### src/sv/rad_pkg.sv
`timescale 1ns / 1ps
`default_nettype none
package rad_pkg;

  localparam int unsigned HEADER_BYTES_DEF     = 4;
  localparam int unsigned TRAILER_BYTES_DEF    = 4;
  localparam int unsigned DESCRIPTOR_BYTES_DEF = 24;
  localparam int unsigned BUFFER_BYTES_DEF     = 32768;

  // Segment lengths must be a multiple of four.
  localparam logic [15:0] ALIGN_MASK = 16'h0003;

  localparam logic OP_START = 1'b0;
  localparam logic OP_DATA  = 1'b1;

  localparam logic [1:0] KIND_DESC    = 2'd0;
  localparam logic [1:0] KIND_PAYLOAD = 2'd1;
  localparam logic [1:0] KIND_STOP    = 2'd2;

  localparam logic [2:0] STOP_CLEAN_END   = 3'd0;
  localparam logic [2:0] STOP_ZERO_LENGTH = 3'd1;
  localparam logic [2:0] STOP_OVERRUN     = 3'd2;
  localparam logic [2:0] STOP_MISALIGNED  = 3'd3;
  localparam logic [2:0] STOP_SHORT       = 3'd4;
  localparam logic [2:0] STOP_FAILED      = 3'd5;
  localparam logic [2:0] STOP_DISABLED    = 3'd6;

  typedef struct packed {
    logic        op;
    logic [15:0] buffer_length;
    logic        transfer_failed;
    logic [7:0]  data_byte;
  } in_item_t;

  typedef struct packed {
    logic [1:0] kind;
    logic [7:0] out_byte;
    logic       segment_last;
    logic [2:0] stop_reason;
  } out_item_t;

endpackage
`default_nettype wire

### src/sv/rad_if.sv
`timescale 1ns / 1ps
`default_nettype none
// Receive side: buffer start items and buffer bytes.
interface rad_rx_if;
  logic        valid;
  logic        ready;
  logic        op;
  logic [15:0] buffer_length;
  logic        transfer_failed;
  logic [7:0]  data_byte;

  modport source (output valid, output op, output buffer_length,
                  output transfer_failed, output data_byte, input ready);
  modport sink (input valid, input op, input buffer_length,
                input transfer_failed, input data_byte, output ready);
endinterface

// Result side: descriptor bytes, payload bytes and stop reports.
interface rad_seg_if;
  logic       valid;
  logic       ready;
  logic [1:0] kind;
  logic [7:0] out_byte;
  logic       segment_last;
  logic [2:0] stop_reason;

  modport source (output valid, output kind, output out_byte,
                  output segment_last, output stop_reason, input ready);
  modport sink (input valid, input kind, input out_byte,
                input segment_last, input stop_reason, output ready);
endinterface
`default_nettype wire

### src/sv/rad_in_stage.sv
`timescale 1ns / 1ps
`default_nettype none
// Input register. Holds one accepted transaction until the parser consumes it.
module rad_in_stage (
  input  wire logic         clk,
  input  wire logic         rst,
  rad_rx_if.sink            rx,
  input  wire logic         advance,
  output rad_pkg::in_item_t item,
  output logic              item_valid
);

  assign rx.ready = !item_valid || advance;

  always_ff @(posedge clk) begin
    if (rst) begin
      item_valid <= 1'b0;
    end else if (rx.ready) begin
      item_valid <= rx.valid;
    end
  end

  always_ff @(posedge clk) begin
    if (rx.valid && rx.ready) begin
      item.op              <= rx.op;
      item.buffer_length   <= rx.buffer_length;
      item.transfer_failed <= rx.transfer_failed;
      item.data_byte       <= rx.data_byte;
    end
  end

endmodule
`default_nettype wire

### src/sv/rad_parser.sv
`timescale 1ns / 1ps
`default_nettype none
// Segment parser. Holds the buffer and segment state and turns the item in the
// input register into at most one result in the same cycle.
module rad_parser #(
  parameter int unsigned HEADER_BYTES     = rad_pkg::HEADER_BYTES_DEF,
  parameter int unsigned TRAILER_BYTES    = rad_pkg::TRAILER_BYTES_DEF,
  parameter int unsigned DESCRIPTOR_BYTES = rad_pkg::DESCRIPTOR_BYTES_DEF,
  parameter int unsigned BUFFER_BYTES     = rad_pkg::BUFFER_BYTES_DEF
) (
  input  wire logic              clk,
  input  wire logic              rst,
  input  wire logic              cfg_we,
  input  wire logic              cfg_wdata,
  input  wire rad_pkg::in_item_t item,
  input  wire logic              advance,
  output rad_pkg::out_item_t     res,
  output logic                   res_valid
);

  typedef enum logic [1:0] {
    PH_IDLE,
    PH_HEADER,
    PH_BODY,
    PH_TRAILER
  } phase_t;

  localparam logic [16:0] MinSegment = 17'(HEADER_BYTES + DESCRIPTOR_BYTES + TRAILER_BYTES);
  localparam logic [16:0] HeaderLen  = 17'(HEADER_BYTES);
  localparam logic [16:0] TrailerLen = 17'(TRAILER_BYTES);
  localparam logic [15:0] DescLen    = 16'(DESCRIPTOR_BYTES);
  localparam logic [15:0] BufferCap  = 16'(BUFFER_BYTES);
  localparam logic [17:0] FrameExtra = 18'(HEADER_BYTES + TRAILER_BYTES);

  logic        rx_enabled;
  logic [15:0] bytes_remaining, bytes_remaining_next;
  logic [15:0] segment_position, segment_position_next;
  logic [15:0] segment_length, segment_length_next;
  logic [7:0]  length_low_byte, length_low_byte_next;
  phase_t      parse_phase, parse_phase_next;
  logic        discarding, discarding_next;

  logic        do_stop;
  logic [2:0]  stop_code;
  logic [15:0] start_len;
  logic [15:0] hdr_len;
  logic [16:0] pos_inc;
  logic [15:0] remaining_dec;

  always_comb begin
    bytes_remaining_next  = bytes_remaining;
    segment_position_next = segment_position;
    segment_length_next   = segment_length;
    length_low_byte_next  = length_low_byte;
    parse_phase_next      = parse_phase;
    discarding_next       = discarding;
    do_stop               = 1'b0;
    stop_code             = rad_pkg::STOP_CLEAN_END;
    res_valid             = 1'b0;
    res                   = '0;

    start_len     = (item.buffer_length > BufferCap) ? BufferCap : item.buffer_length;
    hdr_len       = {item.data_byte, length_low_byte};
    pos_inc       = {1'b0, segment_position} + 17'd1;
    remaining_dec = bytes_remaining - 16'd1;

    if (item.op == rad_pkg::OP_START) begin
      bytes_remaining_next  = start_len;
      segment_position_next = '0;
      segment_length_next   = '0;
      length_low_byte_next  = '0;
      if (item.transfer_failed) begin
        do_stop   = 1'b1;
        stop_code = rad_pkg::STOP_FAILED;
      end else if (!rx_enabled) begin
        do_stop   = 1'b1;
        stop_code = rad_pkg::STOP_DISABLED;
      end else if ({1'b0, start_len} < MinSegment) begin
        do_stop   = 1'b1;
        stop_code = rad_pkg::STOP_CLEAN_END;
      end else begin
        discarding_next  = 1'b0;
        parse_phase_next = PH_HEADER;
      end
    end else if (bytes_remaining != 16'd0) begin
      bytes_remaining_next = remaining_dec;
      if (!discarding) begin
        case (parse_phase)
          PH_HEADER: begin
            if (segment_position == 16'd0 && {1'b0, bytes_remaining} < MinSegment) begin
              do_stop   = 1'b1;
              stop_code = rad_pkg::STOP_CLEAN_END;
            end else if (segment_position == 16'd1) begin
              // The length field is complete: check it before going on.
              segment_length_next = hdr_len;
              if (hdr_len == 16'd0) begin
                do_stop   = 1'b1;
                stop_code = rad_pkg::STOP_ZERO_LENGTH;
              end else if ({2'b0, hdr_len} + FrameExtra > {2'b0, bytes_remaining} + 18'd1) begin
                do_stop   = 1'b1;
                stop_code = rad_pkg::STOP_OVERRUN;
              end else if ((hdr_len & rad_pkg::ALIGN_MASK) != 16'd0) begin
                do_stop   = 1'b1;
                stop_code = rad_pkg::STOP_MISALIGNED;
              end else if (hdr_len < DescLen) begin
                do_stop   = 1'b1;
                stop_code = rad_pkg::STOP_SHORT;
              end
            end
            if (segment_position == 16'd0 && !do_stop) begin
              length_low_byte_next = item.data_byte;
            end
            if (!do_stop) begin
              if (pos_inc >= HeaderLen) begin
                parse_phase_next      = PH_BODY;
                segment_position_next = '0;
              end else begin
                segment_position_next = pos_inc[15:0];
              end
            end
          end
          PH_BODY: begin
            res_valid        = 1'b1;
            res.kind         = (segment_position < DescLen) ? rad_pkg::KIND_DESC
                                                            : rad_pkg::KIND_PAYLOAD;
            res.out_byte     = item.data_byte;
            res.segment_last = (pos_inc == {1'b0, segment_length});
            if (pos_inc >= {1'b0, segment_length}) begin
              segment_position_next = '0;
              parse_phase_next      = (TRAILER_BYTES > 0) ? PH_TRAILER : PH_HEADER;
            end else begin
              segment_position_next = pos_inc[15:0];
            end
          end
          PH_TRAILER: begin
            if (pos_inc >= TrailerLen) begin
              segment_position_next = '0;
              parse_phase_next      = PH_HEADER;
              if ({1'b0, remaining_dec} < MinSegment) begin
                do_stop   = 1'b1;
                stop_code = rad_pkg::STOP_CLEAN_END;
              end
            end else begin
              segment_position_next = pos_inc[15:0];
            end
          end
          default: begin
            // Idle: bytes are dropped.
          end
        endcase
      end
    end

    if (do_stop) begin
      res_valid             = 1'b1;
      res.kind              = rad_pkg::KIND_STOP;
      res.out_byte          = '0;
      res.segment_last      = 1'b0;
      res.stop_reason       = stop_code;
      discarding_next       = 1'b1;
      parse_phase_next      = PH_IDLE;
      segment_position_next = '0;
    end
  end

  always_ff @(posedge clk) begin
    if (rst) begin
      rx_enabled       <= 1'b0;
      bytes_remaining  <= '0;
      segment_position <= '0;
      segment_length   <= '0;
      length_low_byte  <= '0;
      parse_phase      <= PH_IDLE;
      discarding       <= 1'b1;
    end else begin
      if (cfg_we) begin
        rx_enabled <= cfg_wdata;
      end
      if (advance) begin
        bytes_remaining  <= bytes_remaining_next;
        segment_position <= segment_position_next;
        segment_length   <= segment_length_next;
        length_low_byte  <= length_low_byte_next;
        parse_phase      <= parse_phase_next;
        discarding       <= discarding_next;
      end
    end
  end

endmodule
`default_nettype wire

### src/sv/rad_out_stage.sv
`timescale 1ns / 1ps
`default_nettype none
// Result register. Loads whenever it is empty or its content is being taken.
module rad_out_stage (
  input  wire logic               clk,
  input  wire logic               rst,
  input  wire rad_pkg::out_item_t res,
  input  wire logic               res_valid,
  input  wire logic               item_valid,
  output logic                    advance,
  rad_seg_if.source               seg
);

  logic out_free;

  assign out_free = !seg.valid || seg.ready;
  assign advance  = item_valid && out_free;

  always_ff @(posedge clk) begin
    if (rst) begin
      seg.valid <= 1'b0;
    end else if (out_free) begin
      seg.valid <= advance && res_valid;
    end
  end

  always_ff @(posedge clk) begin
    if (out_free) begin
      seg.kind         <= res.kind;
      seg.out_byte     <= res.out_byte;
      seg.segment_last <= res.segment_last;
      seg.stop_reason  <= res.stop_reason;
    end
  end

endmodule
`default_nettype wire

### src/sv/rx_aggregate_deframer_top.sv
// Receive aggregate deframer. A start transaction announces a transfer buffer
// (length, failure flag) and the buffer bytes follow, one per transaction. The
// block parses length-prefixed segments out of the buffer and returns their
// descriptor and payload bytes, marking the last byte of each segment, plus a
// stop report when parsing of a buffer ends. It takes one transaction every
// clock cycle while the result side is not stalled; a result is registered in
// the result register after its input leaves the input register, with the
// combinational segment parser between them. Backpressure on the result side
// stalls the input within the same cycle. There is no clearing pass after
// reset; the input is ready as soon as reset is released.
`timescale 1ns / 1ps
`default_nettype none
module rx_aggregate_deframer_top #(
  parameter int unsigned HEADER_BYTES     = rad_pkg::HEADER_BYTES_DEF,
  parameter int unsigned TRAILER_BYTES    = rad_pkg::TRAILER_BYTES_DEF,
  parameter int unsigned DESCRIPTOR_BYTES = rad_pkg::DESCRIPTOR_BYTES_DEF,
  parameter int unsigned BUFFER_BYTES     = rad_pkg::BUFFER_BYTES_DEF
) (
  input wire logic clk,
  input wire logic rst,
  // Configuration: the single rx_enabled register.
  input wire logic cfg_we,
  input wire logic cfg_wdata,
  rad_rx_if.sink   rx,
  rad_seg_if.source seg
);

  // The input register holds the accepted transaction for the parser.
  rad_pkg::in_item_t  item;
  logic               item_valid;
  // The parser result feeds the result register.
  rad_pkg::out_item_t res;
  logic               res_valid;
  // High when the held transaction is consumed and the parser state updates.
  logic               advance;

  rad_in_stage u_in (
    .clk        (clk),
    .rst        (rst),
    .rx         (rx),
    .advance    (advance),
    .item       (item),
    .item_valid (item_valid)
  );

  rad_parser #(
    .HEADER_BYTES     (HEADER_BYTES),
    .TRAILER_BYTES    (TRAILER_BYTES),
    .DESCRIPTOR_BYTES (DESCRIPTOR_BYTES),
    .BUFFER_BYTES     (BUFFER_BYTES)
  ) u_parser (
    .clk       (clk),
    .rst       (rst),
    .cfg_we    (cfg_we),
    .cfg_wdata (cfg_wdata),
    .item      (item),
    .advance   (advance),
    .res       (res),
    .res_valid (res_valid)
  );

  // Every consumed transaction leaves the input register, whether or not it
  // produced a result; stop reports and bytes share the one result register.
  rad_out_stage u_out (
    .clk        (clk),
    .rst        (rst),
    .res        (res),
    .res_valid  (res_valid),
    .item_valid (item_valid),
    .advance    (advance),
    .seg        (seg)
  );

endmodule
`default_nettype wire

### src/flat_wrapper.sv
// flat-port wrapper written by rule: the top's interface ports become plain ports
module rx_aggregate_deframer_top_flat 
#(
  parameter int unsigned HEADER_BYTES     = rad_pkg::HEADER_BYTES_DEF,
  parameter int unsigned TRAILER_BYTES    = rad_pkg::TRAILER_BYTES_DEF,
  parameter int unsigned DESCRIPTOR_BYTES = rad_pkg::DESCRIPTOR_BYTES_DEF,
  parameter int unsigned BUFFER_BYTES     = rad_pkg::BUFFER_BYTES_DEF
)
  (clk, rst, cfg_we, cfg_wdata, rx_valid, rx_op, rx_buffer_length, rx_transfer_failed, rx_data_byte, rx_ready, seg_valid, seg_kind, seg_out_byte, seg_segment_last, seg_stop_reason, seg_ready);
  rad_rx_if rx_i ();
  rad_seg_if seg_i ();
  input wire logic clk;
  input wire logic rst;
  input wire logic cfg_we;
  input wire logic cfg_wdata;
  input wire logic [$bits(rx_i.valid)-1:0] rx_valid;
  input wire logic [$bits(rx_i.op)-1:0] rx_op;
  input wire logic [$bits(rx_i.buffer_length)-1:0] rx_buffer_length;
  input wire logic [$bits(rx_i.transfer_failed)-1:0] rx_transfer_failed;
  input wire logic [$bits(rx_i.data_byte)-1:0] rx_data_byte;
  output wire logic [$bits(rx_i.ready)-1:0] rx_ready;
  output wire logic [$bits(seg_i.valid)-1:0] seg_valid;
  output wire logic [$bits(seg_i.kind)-1:0] seg_kind;
  output wire logic [$bits(seg_i.out_byte)-1:0] seg_out_byte;
  output wire logic [$bits(seg_i.segment_last)-1:0] seg_segment_last;
  output wire logic [$bits(seg_i.stop_reason)-1:0] seg_stop_reason;
  input wire logic [$bits(seg_i.ready)-1:0] seg_ready;
  assign rx_i.valid = rx_valid;
  assign rx_i.op = rx_op;
  assign rx_i.buffer_length = rx_buffer_length;
  assign rx_i.transfer_failed = rx_transfer_failed;
  assign rx_i.data_byte = rx_data_byte;
  assign rx_ready = rx_i.ready;
  assign seg_valid = seg_i.valid;
  assign seg_kind = seg_i.kind;
  assign seg_out_byte = seg_i.out_byte;
  assign seg_segment_last = seg_i.segment_last;
  assign seg_stop_reason = seg_i.stop_reason;
  assign seg_i.ready = seg_ready;
  rx_aggregate_deframer_top #(.HEADER_BYTES(HEADER_BYTES), .TRAILER_BYTES(TRAILER_BYTES), .DESCRIPTOR_BYTES(DESCRIPTOR_BYTES), .BUFFER_BYTES(BUFFER_BYTES)) u_core (.clk(clk), .rst(rst), .cfg_we(cfg_we), .cfg_wdata(cfg_wdata), .rx(rx_i), .seg(seg_i));
endmodule
### config.mk
export PLATFORM = sky130hd
export DESIGN_NAME = rx_aggregate_deframer_top_flat
export DESIGN_NICKNAME = d
export VERILOG_FILES = /design/src/sv/rad_pkg.sv /design/src/sv/rad_if.sv /design/src/sv/rad_in_stage.sv /design/src/sv/rad_parser.sv /design/src/sv/rad_out_stage.sv /design/src/sv/rx_aggregate_deframer_top.sv /design/src/flat_wrapper.sv
export SDC_FILE = /design/constraint.sdc
export NUM_CORES = 1
export LEC_CHECK = 0
export ABC_AREA = 0
export BUFFER_PORTS_ARGS = -buffer_cell sky130_fd_sc_hd__buf_4
export CAP_MARGIN = 10
export CORE_UTILIZATION = 60
export DETAILED_ROUTE_END_ITERATION = 8
export GPL_TIMING_DRIVEN = 0
export PLACE_DENSITY = 0.83
export SLEW_MARGIN = 25
export SYNTH_ARGS = -nofsm -noshare
export SYNTH_HDL_FRONTEND = slang
export SYNTH_SLANG_ARGS = --single-unit
### constraint.sdc
create_clock -name clk -period 7.5 [get_ports clk]
set_input_delay 0.75 -clock clk [delete_from_list [all_inputs] [get_ports clk]]
set_output_delay 0.75 -clock clk [all_outputs]
set_load 0.01 [all_outputs]
# After elaboration in Yosys (flattened, before gate mapping)
# Index checks and enable logic that the tools add are counted.
dict set report classes {
  add_sub_neg 4
  n_eq_ne 23
  reduce_logical 23
  bitwise_logic 3
  magnitude_cmp 9
  n_mux 80
}
# operator count
set ops {}
lappend ops {{$mux W16} 16}
lappend ops {{$lt A16 B6 Y1 const B} 3}
lappend ops {{$pmux W16 S3} 1}
lappend ops {{$mux W8} 5}
lappend ops {{$mux W3} 12}
lappend ops {{$add A16 B1 Y17 const B} 2}
lappend ops {{$logic_not A16 Y1} 2}
lappend ops {{$lt A16 B5 Y1 const B} 2}
lappend ops {{$reduce_bool A16 Y1} 2}
lappend ops {{$mux W10} 3}
lappend ops {{$mux W1} 29}
lappend ops {{$mux W2} 11}
lappend ops {{$ne A2 B2 Y1 const B} 9}
lappend ops {{$add A16 B4 Y17 const B} 1}
lappend ops {{$eq A17 B16 Y1} 1}
lappend ops {{$ge A17 B16 Y1} 1}
lappend ops {{$ge A17 B3 Y1 const B} 1}
lappend ops {{$gt A17 B17 Y1} 1}
lappend ops {{$eq A16 B1 Y1 const B} 1}
lappend ops {{$gt A16 B16 Y1 const B} 1}
lappend ops {{$ne A4 B4 Y1 const B} 4}
lappend ops {{$sub A16 B1 Y16 const B} 1}
lappend ops {{$reduce_and A5 Y1} 3}
lappend ops {{$mux W11} 1}
lappend ops {{17 further kinds} 29}
dict set report word_totals {
  ff_bits 102
}

# Longest topological paths before layout
dict set report depth {
  depth_word 18
  mapped_depth 20
}

# Modules after synthesis
# From an unflattened synthesis, not the netlist that was laid out.
dict set report unflattened {
  cells_unflattened 760
  area_unflattened_um2 6632.6
}
# module cells_each area_per_inst_um2 instances
set modules_own_cells {}
lappend modules_own_cells {rad_parser 710 5325.1 1}
lappend modules_own_cells {rad_in_stage 31 835.8 1}
lappend modules_own_cells {rad_out_stage 19 471.7 1}

# Worst setup path after synthesis
# No wires, ideal clock.
dict set report synth_path {
  path_kind {reg2reg}
  start {register u_core.u_parser.bytes_remaining[9]}
  end {register u_core.u_out.seg.segment_last, data pin}
  required_time_ns 7.318
  setup_ns 0.182
  setup_slack_ns 3.799
  stages_incl_launch_ff 16
  t_arrival_ns 3.519
  path_cell_list {dfxtp_1 > clkbuf_1 > and3_1 > nand3_1 > nor3_1 > nand3_1 > xor2_1 > ha_1 > and4_1 > and4_1 > a221oi_1 > a21oi_1 > o41ai_2 > o211a_4 > nor2_8 > nor4b_1}
}
dict set report synth_via {
  elab_chain_len 15
  elab_cells_between_ends 23
  classes_between {2 x add/sub; 3 x order compare; 14 x mux; 1 x bitwise; 3 x reduce/logical}
}
# item line_no
set synth_rtl {}
lappend synth_rtl {{start: declaration} rad_parser.sv:36} ;# logic [15:0] bytes_remaining, bytes_remaining_next;
lappend synth_rtl {{start signal: assignment} rad_parser.sv:180} ;# bytes_remaining <= bytes_remaining_next;
lappend synth_rtl {{$add A16 B1 Y17} rad_parser.sv:99} ;# end else if ({2'b0, hdr_len} + FrameExtra > {2'b0, bytes_remaining} + 18'd1) begin
lappend synth_rtl {{$gt A17 B17 Y1} rad_parser.sv:99}
lappend synth_rtl {{$mux W1} rad_parser.sv:99}
lappend synth_rtl {{$mux W1} rad_parser.sv:96} ;# if (hdr_len == 16'd0) begin
lappend synth_rtl {{$mux W1} rad_parser.sv:93} ;# end else if (segment_position == 16'd1) begin
lappend synth_rtl {{$mux W1} rad_parser.sv:90} ;# if (segment_position == 16'd0 && {1'b0, bytes_remaining} < MinSegment) begin
lappend synth_rtl {{$mux W1} rad_parser.sv:88} ;# case (parse_phase)
lappend synth_rtl {{$mux W1} rad_parser.sv:87} ;# if (!discarding) begin
lappend synth_rtl {{$mux W1} rad_parser.sv:85} ;# end else if (bytes_remaining != 16'd0) begin
lappend synth_rtl {{$mux W1} rad_parser.sv:67} ;# if (item.op == rad_pkg::OP_START) begin
lappend synth_rtl {{$pmux W1 S2} rad_parser.sv:88}
lappend synth_rtl {{$mux W1} rad_parser.sv:87}
lappend synth_rtl {{$mux W1} rad_parser.sv:85}
lappend synth_rtl {{$mux W1} rad_parser.sv:67}
lappend synth_rtl {{$reduce_or A5 Y1 (no line) (*)} -}
lappend synth_rtl {{end: declaration} rad_if.sv:28} ;# output segment_last, output stop_reason, input ready);
# Every way passes the cells marked *; elsewhere a longest branch is shown, timed or not. The select of a mux whose other input is x is not followed.
# A chain may end at the register's enable or synchronous reset.

# Worst setup path after layout
dict set report layout_path {
  start {register u_core.u_parser.segment_position[0]}
  end {register u_core.u_parser.segment_position[12]}
}
dict set report layout_via {
  elab_chain_len 13
  elab_cells_between_ends 30
  classes_between {1 x add/sub; 2 x order compare; 5 x eq/ne; 19 x mux; 3 x reduce/logical}
}
# item line_no
set layout_rtl {}
lappend layout_rtl {{start: declaration} rad_parser.sv:37} ;# logic [15:0] segment_position, segment_position_next;
lappend layout_rtl {{start signal: assignment} rad_parser.sv:181} ;# segment_position <= segment_position_next;
lappend layout_rtl {{parallel branches: the longest is 13 deep, another holds $add A16 B1 Y17} -}
# Several ways; the timed one is not identified. The select of a mux whose other input is x is not followed.

==> metrics.yaml <==
outcome: "completed"
finalSetupTns_ps: 0
clock_latency_ps: 400
slowest_delay_ps: 550
path_cells: "ha_1 -> nand4_1 -> nor3_1 -> nor2_1 -> nand2b_1 -> ha_1 -> and4_1 -> nand3_1 -> or4_1 -> nand3_1 -> nor2_1 -> a21oi_1 -> a21oi_2 -> buf_4 -> a32oi_1 -> o21ai_1"
synth-main-ff-cell: "dfxtp_1"
ys_types: 76
die_height_um: 106
synth_edf_count: 40
dr.pass1.iters: 6
fin_crit_ps: 4630
viasPerCell: 6.30
grt_pass1_vias: 5832
power_density_mw_per_mm2: 164
globalRouteOverflowTotal: 0
cts_resized: 0
finalSetupViolCount: 0
whs_path_depth: 2
die_x_um: 106
drv_slew: 0
core_area_mm2: 0.0104
start_kind: "register"
synth_common_cells: "nand2_1, dfxtp_1, nor2_1"
fillCellCount: 860
path_class: "register to register"
start_util_pct: 62.6
dieArea_mm2: 0.0113
cp-end-kind: "register"
synth_top_area_cell: "dfxtp_1"
hold_viol: 0
synth_top_area_share_pct: 19.0
required_ps: 7780
cts.sinks: 102
drive_gt1_share_pct: 13.9
drc: 0
rsz0062_at_grt: "no"
totalWireLength_mm: 17.4
routedWlPerCell_um: 18.4
ys_ff_latch: 102
tritoncts: "done"
ir_drop_mv: 0.152
grtUsageTotal_pct: 32.5
synthTopCellsByArea: "dfxtp_1, edfxtp_1, ha_1, nand2_1, nand3_1"
drt_iter0_drc: 495
ys_seq_area_share_pct: 37.4
antenna_found_initial: 0
pin_count: 48
place.gp.congestion: 0.925
synth_most_common_cell: "nand2_1"
grt_use_met3_pct: 8.83
synth_area_mm2: 0.00652
critPathSlowestCell: "dfxtp_1"
cp.arrival_ps: 4910
gr-max-usage-layer: "met2"
clock_skew_ps: 16.2
use_met2_pct: 50.3
min_period_over_period_pct: 61.8
power_mw: 1.19
portBuffers: 47
rows: 37
rr_worst_depth: 16
insertedDiodeCount: 0
htree_levels: 3
async_reset_ff_share_pct: 0
max_cap_viol_count: 0
min_path_type: "register to register"
max_freq_mhz: 216
avgSynthCellArea_um2: 8.72
path_clk_slew_ps: 100
grt_max_degree: 27
postCtsHoldBufs: 0
worst-path-max-fanout: 11
worst_pin_slew_ps: 818
root_buffer: "clkbuf_8"
clockBufferDepth: 2
gr-usage-met1_pct: 43.3
cts_buffers: 9
area_delta_synth_final_pct: 10.8
cts_setup_buffers: 0
syn-instance-count: 748
detail-route-antenna-nets: 0
dp_hpwl_mm: 13.3
p_leak_nw: 2.75
yosysWarnings: 0
syn_nets: 823
slew_headroom_pct: 45.4
layout.nets: 881
rrSetupSlack_ps: 2870
vias: 5967
grt_pass1_wl_mm: 28.4
cells by family after synthesis:
group | Yosys count | synth area share, %
and+or+nand+nor | 323 | 26.8
AOI/OAI and AO/OA | 150 | 15.6
DFF | 102 | 37.4
buffers and inverters | 82 | 5.37
xor gates and xnor gates | 44 | 5.91
adders and majority gates | 43 | 8.25
muxes | 4 | 0.652
cells in the final DEF, fill, tap and decap left out, types with 4 or more instances in the layout:
master / instances
clkbuf_8: 9
nor2b_1: 7
o21ai_0: 18
a32oi_1: 4
nor4_1: 12
xnor2_1: 26
and4_1: 7
a32o_1: 4
o21ai_1: 9
nor3_1: 11
buf_4: 51
and3_1: 5
or3_1: 7
inv_1: 38
nand2_1: 89
nand4_1: 17
a22oi_1: 21
a21o_1: 5
o31ai_1: 5
nand3_1: 49
edfxtp_1: 40
a31oi_1: 6
a21oi_1: 40
or4_1: 4
dfxtp_1: 62
ha_1: 43
and2_1: 10
nand2b_1: 10
buf_2: 16
a211oi_1: 9
clkbuf_1: 20
nor2_1: 61
xor2_1: 18
worst max-delay path, delay by kind of cell, from the launching register on:
| kind | cells | cell delay [ps] |
|---|---|---|
| AND/OR/NAND/NOR | 9 | 2210 |
| AO/OA/AOI/OAI | 4 | 840 |
| adder cells (fa/ha/maj) | 2 | 690 |
| flip-flops | 1 | 550 |
| buffers and inverters | 1 | 210 |
area by class of cell:
cell class | instances | area (um2) | share of cell area [%]
clock inverter | 5 | 28.8 | 0.398
timing repair buffer | 47 | 353 | 4.88
buffer | 44 | 208 | 2.87
tap | 136 | 170 | 2.35
multi-input combinational | 564 | 3730 | 51.6
inverter | 38 | 143 | 1.97
sequential | 102 | 2440 | 33.8
clock buffer | 11 | 154 | 2.13
path summary, 6_finish.rpt:
check                                                    startpoint                                   end
worst max-delay path            u_core.u_parser.segment_position[0]  u_core.u_parser.segment_position[12]
worst min-delay path              u_core.u_parser.segment_length[4]     u_core.u_parser.segment_length[4]
worst max register to register  u_core.u_parser.segment_position[0]  u_core.u_parser.segment_position[12]
worst min register to register    u_core.u_parser.segment_length[4]     u_core.u_parser.segment_length[4]
sequential cells by signal (all words and copies together) (netlist names), 2 cells and up:
name / count
u_core.u_out.seg.kind: 2
u_core.u_parser.parse_phase: 2
u_core.u_out.seg.stop_reason: 3
u_core.u_parser.segment_length: 16
u_core.u_out.seg.out_byte: 8
u_core.u_parser.segment_position: 16
u_core.u_parser.bytes_remaining: 16
u_core.u_in.item: 26
u_core.u_parser.length_low_byte: 8
layer usage:
metal / up-vias / routed length [um]
li1: 2831 / -
met1: 2785 / 7610
met2: 306 / 7590
met3: 45 / 1680
met4: 0 / 537
met5: - / 0
metrics by stage:
step / util [%] / hold slack [ps] / area, um2 / setup slack (ps) / instances
after global routing: 69.4 / 494 / 7230 / 2540 / 947
final: 69.4 / 462 / 7230 / 2870 / 947
after global placement: 67.6 / 447 / 7050 / 3090 / 931
after detailed placement: 67.7 / 444 / 7050 / 3000 / 931
after floorplan: - / 432 / 6520 / 3800 / 748
after CTS: 69.4 / 458 / 7230 / 2990 / 947
where the power goes:
part | internal (mW) | switching, mW | total (mW)
logic | 0.0912 | 0.141 | 0.232
registers | 0.596 | 0.0158 | 0.612
clock network | 0.142 | 0.200 | 0.342
total | 0.829 | 0.357 | 1.19
Note: power is estimated with default switching activity, not from simulation.
